**config.mk**
```make
export PLATFORM = sky130hd
export DESIGN_NAME = particle_state_update
export DESIGN_NICKNAME = d
export VERILOG_FILES = /design/src/rtl/core/psu_pkg.sv /design/src/rtl/core/psu_datapath.sv /design/src/rtl/core/psu_ctrl.sv /design/src/rtl/core/particle_state_update.sv
export SDC_FILE = /design/constraint.sdc
export NUM_CORES = 2
export LEC_CHECK = 0
export ABC_AREA = 1
export BUFFER_PORTS_ARGS = -buffer_cell sky130_fd_sc_hd__buf_2
export CELL_PAD_IN_SITES_DETAIL_PLACEMENT = 0
export CELL_PAD_IN_SITES_GLOBAL_PLACEMENT = 1
export CORE_ASPECT_RATIO = 1.75
export CORE_MARGIN = 5
export CORE_UTILIZATION = 49
export CTS_BUF_LIST = sky130_fd_sc_hd__clkbuf_4 sky130_fd_sc_hd__clkbuf_8
export DETAILED_ROUTE_END_ITERATION = 8
export PLACE_DENSITY_LB_ADDON = 0.1
export REMOVE_ABC_BUFFERS = 1
export SYNTH_ARGS = -nofsm -noshare
export SYNTH_HDL_FRONTEND = slang
export SYNTH_HIERARCHICAL = 1
export SYNTH_SLANG_ARGS = --single-unit
```
**constraint.sdc**
```tcl
create_clock -name i_clk -period 14.8 [get_ports i_clk]
set_clock_uncertainty 0.05 [all_clocks]
set_input_delay 0.74 -clock i_clk [delete_from_list [all_inputs] [get_ports i_clk]]
set_output_delay 0.74 -clock i_clk [all_outputs]
set_load 0.005 [all_outputs]
```
**src/rtl/core/psu_pkg.sv**
```systemverilog
// ============================================================================
// psu_pkg
// Shared types and constants of the particle state update block.
// ============================================================================
package psu_pkg;

    localparam int MaxParticles = 1024;
    localparam int CntW = 11;
    localparam logic [CntW-1:0] CntCap =
        CntW'((MaxParticles > 2047) ? 2047 : MaxParticles);

    // input payload: 16+60+48+48+32+48+32+16+16+48 = 364 bits, 368 padded
    localparam int InDataW = 368;
    // output payload: 1+16+60+48+48+32+11 = 216 bits
    localparam int OutDataW = 216;

    // multiplier operand selects
    localparam logic [2:0] OP_FRIC = 3'd0;
    localparam logic [2:0] OP_DT2  = 3'd1;
    localparam logic [2:0] OP_POS  = 3'd2;
    localparam logic [2:0] OP_VEL  = 3'd3;
    localparam logic [2:0] OP_GRAV = 3'd4;
    localparam logic [2:0] OP_RAMP = 3'd5;

    typedef struct packed {
        logic       load;    // capture item and compute life
        logic       mul;     // run one multiply step
        logic [2:0] op;      // step kind
        logic [2:0] lane;    // component index (ramp: 0..2 color, 4 alpha, 5 size)
        logic       pos_fin; // position step uses stored v*m product
        logic       finish;  // update counter, present result
    } t_cmd;

    typedef struct packed {
        logic alive;
    } t_sts;

endpackage

```
**src/rtl/core/psu_datapath.sv**
```systemverilog
// ============================================================================
// psu_datapath
// Particle arithmetic around one shared signed multiplier.
// ============================================================================
module psu_datapath (
    input  logic                    i_clk,
    input  logic                    i_rst_n,
    input  logic [15:0]             i_frame_time,
    input  logic [psu_pkg::InDataW-1:0] i_data,
    input  psu_pkg::t_cmd           i_cmd,
    output psu_pkg::t_sts           o_sts,
    output logic [psu_pkg::OutDataW-1:0] o_data
);
    import psu_pkg::*;

    logic [59:0] r_pos;
    logic [47:0] r_vel, r_col, r_crate, r_grav;
    logic [31:0] r_as, r_asrate;
    logic [15:0] r_mass, r_fric;
    logic        r_last_unused;
    logic signed [15:0] r_nl;
    logic signed [33:0] r_factor;
    logic [31:0] r_dt2;
    logic signed [33:0] r_vm;
    logic [59:0] r_npos;
    logic [47:0] r_nvel, r_ncol;
    logic [31:0] r_nas;
    logic signed [49:0] r_vacc;
    logic [CntW-1:0] r_cnt, r_so_far;
    logic        r_alive;

    logic signed [34:0] m_a;
    logic signed [34:0] m_b;
    logic signed [69:0] m_p;
    logic signed [16:0] life_tmp;
    logic signed [16:0] lsat;
    logic signed [15:0] v_k, g_k, r_k, a_k;
    logic signed [19:0] p_k;
    logic signed [24:0] psum;
    logic signed [16:0] rsum;
    logic signed [50:0] vsum;

    function automatic logic signed [19:0] sat20(input logic signed [24:0] v);
        if (v > 25'sd524287) return 20'sh7FFFF;
        if (v < -25'sd524288) return 20'sh80000;
        return v[19:0];
    endfunction
    function automatic logic signed [15:0] sat16(input logic signed [50:0] v);
        if (v > 51'sd32767) return 16'sh7FFF;
        if (v < -51'sd32768) return 16'sh8000;
        return v[15:0];
    endfunction

    // life: floor((life*256 - dt)/256)
    always_comb begin
        life_tmp = 17'($signed(i_data[15:0])) - 17'(i_frame_time[15:8])
                 - ((i_frame_time[7:0] != 8'd0) ? 17'sd1 : 17'sd0);
        lsat = life_tmp;
        if (life_tmp < -17'sd32768) lsat = -17'sd32768;
    end

    // operand selection for the shared multiplier
    always_comb begin
        v_k = $signed(r_vel[16*i_cmd.lane[1:0] +: 16]);
        g_k = $signed(r_grav[16*i_cmd.lane[1:0] +: 16]);
        p_k = $signed(r_pos[20*i_cmd.lane[1:0] +: 20]);
        if (i_cmd.lane[2]) begin
            r_k = $signed(r_asrate[16*i_cmd.lane[0] +: 16]);
            a_k = $signed(r_as[16*i_cmd.lane[0] +: 16]);
        end else begin
            r_k = $signed(r_crate[16*i_cmd.lane[1:0] +: 16]);
            a_k = $signed(r_col[16*i_cmd.lane[1:0] +: 16]);
        end
        m_a = '0;
        m_b = '0;
        unique case (i_cmd.op)
            OP_FRIC: begin m_a = 35'({1'b0, r_fric});  m_b = 35'({1'b0, i_frame_time}); end
            OP_DT2:  begin m_a = 35'({1'b0, i_frame_time}); m_b = 35'({1'b0, i_frame_time}); end
            OP_POS: begin
                if (i_cmd.pos_fin) begin m_a = 35'(r_vm); m_b = 35'({1'b0, i_frame_time}); end
                else begin m_a = 35'(v_k); m_b = 35'({1'b0, r_mass}); end
            end
            OP_VEL:  begin m_a = 35'(v_k); m_b = 35'(r_factor); end
            OP_GRAV: begin m_a = 35'(g_k); m_b = 35'({1'b0, r_dt2}); end
            OP_RAMP: begin m_a = 35'(r_k); m_b = 35'({1'b0, i_frame_time}); end
            default: begin m_a = '0; m_b = '0; end
        endcase
        m_p = m_a * m_b;
        psum = 25'(p_k) + 25'(m_p >>> 24);
        rsum = 17'(a_k) + 17'(m_p >>> 16);
        vsum = 51'(r_vacc) + 51'(m_p >>> 32);
    end

    always_ff @(posedge i_clk) begin
        if (!i_rst_n) begin
            r_cnt <= '0;
        end else if (i_cmd.finish) begin
            if (r_alive) begin
                r_so_far <= (r_cnt < CntCap) ? r_cnt + 1'b1 : r_cnt;
                r_cnt    <= r_last_unused ? '0 : ((r_cnt < CntCap) ? r_cnt + 1'b1 : r_cnt);
            end else begin
                r_so_far <= r_cnt;
                if (r_last_unused) r_cnt <= '0;
            end
        end
    end

    // hold item, run multiply steps
    always_ff @(posedge i_clk) begin
        if (i_cmd.load) begin
            r_pos         <= i_data[75:16];
            r_vel         <= i_data[123:76];
            r_col         <= i_data[171:124];
            r_as          <= i_data[203:172];
            r_crate       <= i_data[251:204];
            r_asrate      <= i_data[283:252];
            r_mass        <= i_data[299:284];
            r_fric        <= i_data[315:300];
            r_grav        <= i_data[363:316];
            r_last_unused <= i_data[364];
            r_nl          <= lsat[15:0];
            r_alive       <= lsat > 17'sd0;
            r_npos        <= i_data[75:16];
            r_nvel        <= i_data[123:76];
            r_ncol        <= i_data[171:124];
            r_nas         <= i_data[203:172];
        end else if (i_cmd.mul) begin
            unique case (i_cmd.op)
                OP_FRIC: r_factor <= 34'sd16777216 - 34'(m_p[33:0]);
                OP_DT2:  r_dt2 <= m_p[31:0];
                OP_POS: begin
                    if (i_cmd.pos_fin) r_npos[20*i_cmd.lane[1:0] +: 20] <= sat20(psum);
                    else r_vm <= 34'(m_p);
                end
                OP_VEL:  r_vacc <= 50'(m_p >>> 24);
                OP_GRAV: r_nvel[16*i_cmd.lane[1:0] +: 16] <= sat16(vsum);
                OP_RAMP: begin
                    if (i_cmd.lane[2])
                        r_nas[16*i_cmd.lane[0] +: 16] <= sat16(51'(rsum));
                    else
                        r_ncol[16*i_cmd.lane[1:0] +: 16] <= sat16(51'(rsum));
                end
                default: ;
            endcase
        end
    end

    assign o_sts.alive = r_alive;
    assign o_data = {r_so_far, r_nas, r_ncol, r_nvel, r_npos, r_nl, r_alive};

endmodule

```
**src/rtl/core/psu_ctrl.sv**
```systemverilog
// ============================================================================
// psu_ctrl
// Sequencer: load, run the multiply steps of an alive item, present result.
// ============================================================================
module psu_ctrl (
    input  logic          i_clk,
    input  logic          i_rst_n,
    input  logic          i_in_valid,
    output logic          o_in_ready,
    output logic          o_out_valid,
    input  logic          i_out_ready,
    input  psu_pkg::t_sts i_sts,
    output psu_pkg::t_cmd o_cmd
);
    import psu_pkg::*;

    localparam logic [1:0] S_IDLE = 2'd0;
    localparam logic [1:0] S_RUN  = 2'd1;
    localparam logic [1:0] S_FIN  = 2'd2;
    localparam logic [1:0] S_OUT  = 2'd3;

    logic [1:0] r_state, n_state;
    logic [4:0] r_step, n_step;

    // step schedule: 0 fric, 1 dt2, 2..7 pos (vm, fin) x3,
    // 8..13 vel/grav x3, 14..16 color ramps, 17 alpha, 18 size
    always_comb begin
        o_cmd = '0;
        n_state = r_state;
        n_step = r_step;
        o_in_ready = 1'b0;
        o_out_valid = 1'b0;
        unique case (r_state)
            S_IDLE: begin
                o_in_ready = 1'b1;
                if (i_in_valid) begin
                    o_cmd.load = 1'b1;
                    n_state = S_RUN;
                    n_step = '0;
                end
            end
            S_RUN: begin
                if (!i_sts.alive) begin
                    n_state = S_FIN;
                end else begin
                    o_cmd.mul = 1'b1;
                    if (r_step == 5'd0) o_cmd.op = OP_FRIC;
                    else if (r_step == 5'd1) o_cmd.op = OP_DT2;
                    else if (r_step < 5'd8) begin
                        o_cmd.op = OP_POS;
                        o_cmd.lane = 3'((r_step - 5'd2) >> 1);
                        o_cmd.pos_fin = r_step[0];
                    end else if (r_step < 5'd14) begin
                        o_cmd.op = r_step[0] ? OP_GRAV : OP_VEL;
                        o_cmd.lane = 3'((r_step - 5'd8) >> 1);
                    end else begin
                        o_cmd.op = OP_RAMP;
                        o_cmd.lane = (r_step < 5'd17) ? 3'(r_step - 5'd14)
                                                      : 3'(r_step - 5'd13);
                    end
                    n_step = r_step + 5'd1;
                    if (r_step == 5'd18) n_state = S_FIN;
                end
            end
            S_FIN: begin
                o_cmd.finish = 1'b1;
                n_state = S_OUT;
            end
            S_OUT: begin
                o_out_valid = 1'b1;
                o_in_ready = i_out_ready;
                if (i_out_ready) begin
                    if (i_in_valid) begin
                        o_cmd.load = 1'b1;
                        n_state = S_RUN;
                        n_step = '0;
                    end else begin
                        n_state = S_IDLE;
                    end
                end
            end
            default: n_state = S_IDLE;
        endcase
    end

    always_ff @(posedge i_clk) begin
        if (!i_rst_n) begin
            r_state <= S_IDLE;
            r_step  <= '0;
        end else begin
            r_state <= n_state;
            r_step  <= n_step;
        end
    end

endmodule

```
**src/rtl/core/particle_state_update.sv**
```systemverilog
// ============================================================================
// particle_state_update
// Fixed-point Euler update of one particle per transaction.
// ============================================================================
// One particle per transaction: an alive particle runs 19 steps on the single
// shared 35x35 multiplier, then the finish and output states; a dead one
// skips the steps and goes straight to finish and output. The next item is
// accepted in the cycle its predecessor's result is taken.
// frame_time is written through i_cfg_we.
module particle_state_update (
    input  logic                          i_clk,
    input  logic                          i_rst_n,
    input  logic                          i_cfg_we,
    input  logic [15:0]                   i_cfg_wdata,
    input  logic                          s_axis_tvalid,
    output logic                          s_axis_tready,
    // life_left, position_xyz, velocity_xyz, color_rgb, alpha_and_size,
    // color_rate, alpha_size_rate, mass_factor, friction_factor, gravity_xyz
    input  logic [psu_pkg::InDataW-1:0]   s_axis_tdata,
    input  logic                          s_axis_tlast,
    output logic                          m_axis_tvalid,
    input  logic                          m_axis_tready,
    // alive, new_life, new_position, new_velocity, new_color,
    // new_alpha_size, alive_so_far
    output logic [psu_pkg::OutDataW-1:0]  m_axis_tdata
);
    import psu_pkg::*;

    logic [15:0] r_frame_time;
    t_cmd cmd;
    t_sts sts;
    logic [InDataW-1:0] in_word;

    // hold frame time
    always_ff @(posedge i_clk) begin
        if (!i_rst_n) r_frame_time <= '0;
        else if (i_cfg_we) r_frame_time <= i_cfg_wdata;
    end

    // carry tlast in the spare pad bit
    assign in_word = {s_axis_tdata[InDataW-1:365], s_axis_tlast, s_axis_tdata[363:0]};

    psu_ctrl u_ctrl (
        .i_clk(i_clk), .i_rst_n(i_rst_n),
        .i_in_valid(s_axis_tvalid), .o_in_ready(s_axis_tready),
        .o_out_valid(m_axis_tvalid), .i_out_ready(m_axis_tready),
        .i_sts(sts), .o_cmd(cmd)
    );

    psu_datapath u_dp (
        .i_clk(i_clk), .i_rst_n(i_rst_n), .i_frame_time(r_frame_time),
        .i_data(in_word), .i_cmd(cmd), .o_sts(sts), .o_data(m_axis_tdata)
    );

endmodule
```
**Word level (Yosys, flattened, before mapping)**

Index checks and enable logic that the tools add are counted.

- Word-level logic and storage cells: 238
- Output and inout port bits: 218
- Flip-flop bits (word level): 745

- Multipliers: 2
- Muxes and demuxes: 128
- Equality and inequality tests: 15
- Add/sub/neg operators: 15
- Reductions and logical operators: 25
- $lt $le $gt $ge: 12
- Bitwise operators: 2
- Shift-type cells: 14

Operator list:

| operator | number |
|---|---|
| 16-bit two-way mux | 24 |
| 48-bit two-way mux | 7 |
| 60-bit two-way mux | 4 |
| 35-bit one-hot mux with 6 select lines | 1 |
| 48-bit by 7-bit indexed part select with 16-bit output | 4 |
| 20-bit two-way mux | 8 |
| 35-bit one-hot mux with 4 select lines | 1 |
| 32-bit two-way mux | 4 |
| 48-bit bitwise mux | 2 |
| 16-bit by 34-bit indexed part select with 48-bit output | 2 |
| 35-bit by 35-bit multiplier with 70-bit output | 1 |
| 32-bit by 6-bit indexed part select with 16-bit output | 2 |
| 60-bit bitwise mux | 1 |
| 20-bit by 34-bit variable shift with 60-bit output, first input constant | 1 |
| 20-bit by 34-bit indexed part select with 60-bit output | 1 |
| 60-bit by 8-bit indexed part select with 20-bit output | 1 |
| 11-bit two-way mux | 5 |
| 51-bit by 16-bit greater-than comparator with 1-bit output, second input constant | 1 |
| 51-bit by 16-bit < comparator with 1-bit output, second input constant | 1 |
| 16-bit by 34-bit variable shift with 48-bit output, first input constant | 1 |
| 46-bit by 38-bit adder with 47-bit output | 1 |
| 1-bit two-way mux | 47 |
| 35-bit two-way mux | 1 |
| 17-bit by 16-bit < comparator with 1-bit output, second input constant | 2 |
| 55 further kinds | 90 |

**Longest topological paths before layout**

- Depth after elaboration: 36
- Gate-level depth with buffers: 78

**Cells and area by module**

The synthesis kept the hierarchy.

Modules (own cells, without submodules):

| module | cells an instance | area each (µm²) | instances |
|---|---|---|---|
| psu_datapath | 9423 | 81295.5 | 1 |
| psu_ctrl | 130 | 858.3 | 1 |
| particle_state_update | 101 | 674.4 | 1 |

**Least setup slack after synthesis**

Ideal clock, no wire load.

- Path kind: register to register
- Start point: reg u_ctrl.r_step[0]
- End point: reg u_dp.r_nvel[21] (data pin)
- Slack: 2945 ps
- Stages on the path, launching flop included: 57
- Library setup time: 254 ps
- Data arrival time: 11551 ps
- Data required time: 14496 ps
- Buffers on the path: 5
- Cell sequence: dfxtp_1 > inv_1 > ha_1 > nand3_2 > nand2_4 > nor2_8 > nand2_2 > a21oi_2 > buf_2 > buf_2 > o21ai_0 > o21ai_0 > nand2_1 > nand2_1 > clkinv_1 > nand3_2 > buf_2 > buf_1 > [... 21 more ...] > ha_1 > a21oi_1 > nor2_1 > o21bai_1 > nand3_1 > a21oi_1 > nand4_1 > nand2_2 > inv_1 > nor2_1 > nand2_1 > nor2_1 > nand2_1 > nand3_2 > buf_6 > nand2_2 > nand3_1 > nand2_1

RTL lines:

| element | line | RTL |
|---|---|---|
| start: declaration | psu_ctrl.sv:23 | `logic [4:0] r_step, n_step;` |
| start signal: assignment | psu_ctrl.sv:92 | `r_step <= n_step;` |
| end signal: assignment | psu_datapath.sv:124 | `r_nvel <= i_data[123:76];` |
| end signal: indexed assignment | psu_datapath.sv:136 | `OP_GRAV: r_nvel[16*i_cmd.lane[1:0] +: 16] <= sat16(vsum);` |
| end: declaration | psu_datapath.sv:26 | `logic [47:0] r_nvel, r_ncol;` |

==> results.md <==
| Stage | Result | Reported |
| --- | --- | --- |
| floorplan | Floorplan die height | 554 µm |
| synthesis | Adder and majority gate portion of the synthesized area | 0.362 |
| setup path | CP max stage cell | sky130_fd_sc_hd__a221oi_1 |
| job | Max cap viols | 0 |
| setup path | CP bufs+invs | 17 |
| synthesis | Mux share of post-synthesis cell area | 0 |
| synthesis | Post-synthesis sequential element count | 745 |
| synthesis | Xor/xnor share of the synthesized area | 0.0174 |
| sta | Slew Viols, Final | 0 |
| floorplan | Core Footprint | 0.168 mm² |
| setup path | Arrival time of the worst setup path | 14.72 ns |
| floorplan | Number of cell rows | 199 |
| setup path | Start point of the critical path | u_ctrl/r_state[1] |
| setup path | Flop-to-flop setup slack | 0.68 ns |
| detailed routing | Starting DRC count in detailed routing | 4,996 |
| clock network | Clock Tree Root | sky130_fd_sc_hd__clkbuf_8 |
| synthesis | Gate count of the mapped netlist | 9,654 |
| setup path | Setup crit start kind | flop |
| detailed routing | Final routed wirelength across all metal layers | 314 mm |
| floorplan | I/O pin count | 608 |
| detailed routing | Routed length on met3 | 20.2 mm |
| setup path | Largest stage delay, worst path | 0.81 ns |
| setup path | Highest fanout seen on the critical path | 22 |
| sta | Final setup violating endpoints | 0 |
| global route | Overall routing resource usage | 0.351 |
| floorplan | Initial standard-cell utilization of the core | 0.493 |
| detailed routing | Number of nets still failing antenna checks after routing | 0 |
| synthesis | Total number of yosys warnings | 6 |
| sta | Post-layout min period | 14.12 ns |
| synthesis | Share of the synthesized area in the top cell type | 0.312 |
| clock network | Reg clk slew, reported paths | 0.07 ns |
| floorplan | Floorplan die area | 0.178 mm² |
| global route | Number of antenna violations at the first check in global routing | 43 |
| setup path | FF-to-FF Start | u_ctrl/r_state[1] |
| detailed routing | Number of remaining DRC errors | 0 |
| finish | Share of final-layout standard cells stronger than drive strength 1 | 0.122 |
| synthesis | Main combinational cell family by area after synthesis | adder cells |
| synthesis | Main flop type after synthesis | sky130_fd_sc_hd__edfxtp_1 |
| global route | Pin count of the biggest net entering global routing | 158 |
| detailed routing | Number of vias per cell | 5.34 |
| synthesis | Post-synthesis instance area | 0.0828 mm² |
| synthesis | Synthesized-area fraction occupied by ao, oa, aoi and oai cells | 0.0522 |
| setup path | Required time worst endpoint | 15.40 ns |
| placement | Number of buffers inserted by port buffering | 603 |
| setup path | Critical path's most frequent cell | sky130_fd_sc_hd__nand2_1 |
| setup path | Type of the worst setup path | reg -> reg |
| setup path | Capture instance of the worst register-to-register path | u_dp/r_nvel[34] |
| detailed routing | Drt first pass iters | 6 |
| run status | Result of the run | finished, final reports clean |
| pwr | Power per standard cell area | 250 mW/mm² |
| sta | Peak clock frequency supported by timing | 0.0708 GHz |
| synthesis | Average footprint of a synthesized cell | 8.58 µm² |
| setup path | Number of cells on the worst reg-to-reg path | 71 |
| worst hold path | Worst min-delay path endpoint | u_dp/r_as[7] |
| detailed routing | Highest Signal Layer | met5 |
| synthesis | Cell accounting for the most synthesized area | sky130_fd_sc_hd__fa_1 |
| sta | Hold Vio Cnt, Final | 0 |
| worst hold path | Worst hold stages | 1 |
| worst hold path | Worst min-delay path category | in -> reg |
| detailed routing | Met2 routed wirelength | 164 mm |
| finish | Signed area change from the synthesized netlist to the final layout | 15.8% |
| clock network | Maximum number of buffers from clock root to sink | 3 |
| clock network | Clock buffer count from CTS | 114 |
| sta | Worst slew slack as a fraction of its limit | 0.208 |
| sta | Transition time at the pin with the least slew margin | 1.19 ns |
| placement | Post-DP HPWL | 261 mm |
| setup path | Element type at the critical path end | flop |
| finish | Layout Nets | 12,700 |
| detailed routing | Wire length the detailed router placed on met1 | 103 mm |
| global route | Global-route wire length before repair | 462 mm |
| detailed routing | DR vias | 69,400 |
| clock network | Clock sink count | 745 |
| sta | Final worst path period share | 0.954 |
| clock network | Later-pin clock latency in the skew report | 0.91 ns |
| clock network | TritonCTS clock tree | done |
| synthesis | Post-synthesis simple-gate area fraction | 0.184 |
| placement | Global placement routability congestion | 0.980 |
| floorplan | Die Wd | 321 µm |
| sta | RSZ-0062 raised after global routing | no |
| pwr | Leakage | 49.4 nW |
| synthesis | Part of the Yosys area used for sequential elements | 0.266 |
| synthesis | Proportion of register bits with asynchronous set or reset after synthesis | 0 |
| synthesis | Number of enable-type register cells in the synthesized netlist | 711 |
| pwr | Max rail drop VDD | 557 µV |
| setup path | Gate family responsible for the most delay along the worst path | adder cells |
| synthesis | Cell types with the largest area share after synthesis | sky130_fd_sc_hd__fa_1, sky130_fd_sc_hd__edfxtp_1, sky130_fd_sc_hd__nand2_1 |
| clock network | Number of H-tree branching levels | 3 |
| finish | End-of-flow core utilization | 0.571 |
| pwr | Total chip power | 0.0240 W |
| detailed routing | Routed wirelength normalized by instance count | 24.2 µm |
| global route | Via count of the first global-routing pass | 74,800 |
| global route | Overflow after GRT | 0 |
| worst hold path | Hold Crit Start | s_axis_tdata[179] |
| synthesis | Distinct cell type count of the synthesized netlist | 60 |
-- worst reg2reg max path: cells and delay by family, from the launching register on --
kind	cells	cell delay, ns
buf+inv	17	2.13
xor+xnor	1	0.16
simple gates	37	4.53
flops	1	0.36
fa+ha+maj	11	5.05
compound gates	5	1.55
-- power by group --
part           internal [W]  total (W)  switching [W]  leakage [nW]
registers           0.00390    0.00417       0.000266          6.88
clock network      0.000965    0.00192       0.000958          1.27
logic               0.00526     0.0179         0.0127          41.3
-- synth_stat cells, types with 27 or more instances --
library cell,n
sky130_fd_sc_hd__fa_1,1292
sky130_fd_sc_hd__buf_2,56
sky130_fd_sc_hd__xor2_1,110
sky130_fd_sc_hd__o21ai_0,343
sky130_fd_sc_hd__nor3_1,50
sky130_fd_sc_hd__a21oi_1,253
sky130_fd_sc_hd__edfxtp_1,711
sky130_fd_sc_hd__nand2_2,29
sky130_fd_sc_hd__inv_1,2222
sky130_fd_sc_hd__a22o_1,27
sky130_fd_sc_hd__nand3_1,341
sky130_fd_sc_hd__dfxtp_1,34
sky130_fd_sc_hd__ha_1,326
sky130_fd_sc_hd__xnor2_1,55
sky130_fd_sc_hd__buf_1,53
sky130_fd_sc_hd__nand4_1,78
sky130_fd_sc_hd__nand2_1,2624
sky130_fd_sc_hd__clkbuf_1,223
sky130_fd_sc_hd__nor2_1,573
-- flip-flops by register name (all words and copies together), names as in the netlist, 11 cells and up --
signal and cells:
u_dp/r_so_far 11, u_dp/r_grav 48, u_dp/r_nl 16, u_dp/r_vm 34, u_dp/r_ncol 48, u_dp/r_vel 48
u_dp/r_as 32, u_dp/r_cnt 11, u_dp/r_col 48, u_dp/r_npos 60, u_dp/r_vacc 46, u_dp/r_nas 32
u_dp/r_mass 16, u_dp/r_factor 34, u_dp/r_asrate 32, u_dp/r_dt2 32, u_dp/r_crate 48, r_frame_time 16
u_dp/r_nvel 48, u_dp/r_fric 16, u_dp/r_pos 60
-- through the flow --
step | setup TNS [ns] | worst slack [ns] | std cells | instance area, µm² | hold WS, ns
2_1_floorplan | -1144.29 | -4.72 | 9307 | 81400 | 0.390
3_3_place_gp | -5.08 | -0.224 | 12400 | 90100 | 0.401
3_5_place_dp | -4.30 | -0.225 | 12400 | 90100 | 0.405
4_1_cts | 0 | 0.0225 | 12900 | 95400 | 0.00169
5_1_grt | 0 | 0.0393 | 13000 | 95900 | 0.0338
6_report | 0 | 0.679 | 13000 | 96000 | 0.0591
-- what timing repair did --
item,4_1_cts,5_1_grt
setup endpoints to repair,55,104
resized for setup,6,60
hold endpoints to repair,280,0
gates cloned,0,3
hold buffers,280,0
pin swaps,0,2
setup buffers,0,24
-- routing by layer --
layer  GRT usage  up-vias
li1            -    31200
met1       0.365    34600
met2       0.645     2732
met3      0.0589      880
met4       0.232        6
met5           0        -
-- layout by cell type (no fill, tap or decap), types with 22 or more instances in the layout --
master	instances
sky130_fd_sc_hd__nor3_1	48
sky130_fd_sc_hd__dfxtp_1	32
sky130_fd_sc_hd__a22o_1	27
sky130_fd_sc_hd__dlygate4sd3_1	280
sky130_fd_sc_hd__xnor2_1	50
sky130_fd_sc_hd__buf_4	315
sky130_fd_sc_hd__buf_2	603
sky130_fd_sc_hd__o21a_1	22
sky130_fd_sc_hd__clkbuf_4	27
sky130_fd_sc_hd__a21oi_1	245
sky130_fd_sc_hd__inv_1	2212
sky130_fd_sc_hd__fa_1	1291
sky130_fd_sc_hd__nand3_1	332
sky130_fd_sc_hd__ha_1	325
sky130_fd_sc_hd__edfxtp_1	711
sky130_fd_sc_hd__o21ai_0	338
sky130_fd_sc_hd__clkinv_2	24
sky130_fd_sc_hd__xor2_1	106
sky130_fd_sc_hd__diode_2	34
sky130_fd_sc_hd__clkbuf_8	117
sky130_fd_sc_hd__nand2_1	2615
sky130_fd_sc_hd__nand2_2	37
sky130_fd_sc_hd__nor2_1	559
sky130_fd_sc_hd__buf_12	27
sky130_fd_sc_hd__clkinv_1	26
sky130_fd_sc_hd__nand4_1	78
-- how the worst max path moves through the flow --
stage | cells past startpoint | slack (ns) | to
2_1_floorplan | 51 | -4.72 | u_dp/r_nvel[16]
3_3_place_gp | 64 | -0.22 | u_dp/r_nvel[34]
3_5_place_dp | 65 | -0.23 | u_dp/r_nvel[34]
4_1_cts | 64 | 0.02 | u_dp/r_nvel[34]
5_1_grt | 75 | 0.04 | u_dp/r_nvel[16]
6_report | 71 | 0.68 | u_dp/r_nvel[34]
-- cell families after synthesis --
kind of cell / Yosys count
AO/OA/AOI/OAI: 772
XOR/XNOR: 165
AND/OR/NAND/NOR: 3767
buffers and inverters: 2587
flip-flops: 745
adder cells (fa/ha/maj): 1618
-- cell type report --
type | instances | area, µm²
Antenna cell | 34 | 85.1
Clock buffer | 144 | 1810
Clock inverter | 64 | 649
Fill cell | 15400 | 72100
Inverter | 2240 | 8460
Multi-Input combinational cell | 6322 | 51300
Sequential cell | 745 | 22000
Tap cell | 2211 | 2770
Timing Repair Buffer | 1229 | 8810
Timing Repair inverter | 1 | 7.51
(Power assumes the default switching activity.)
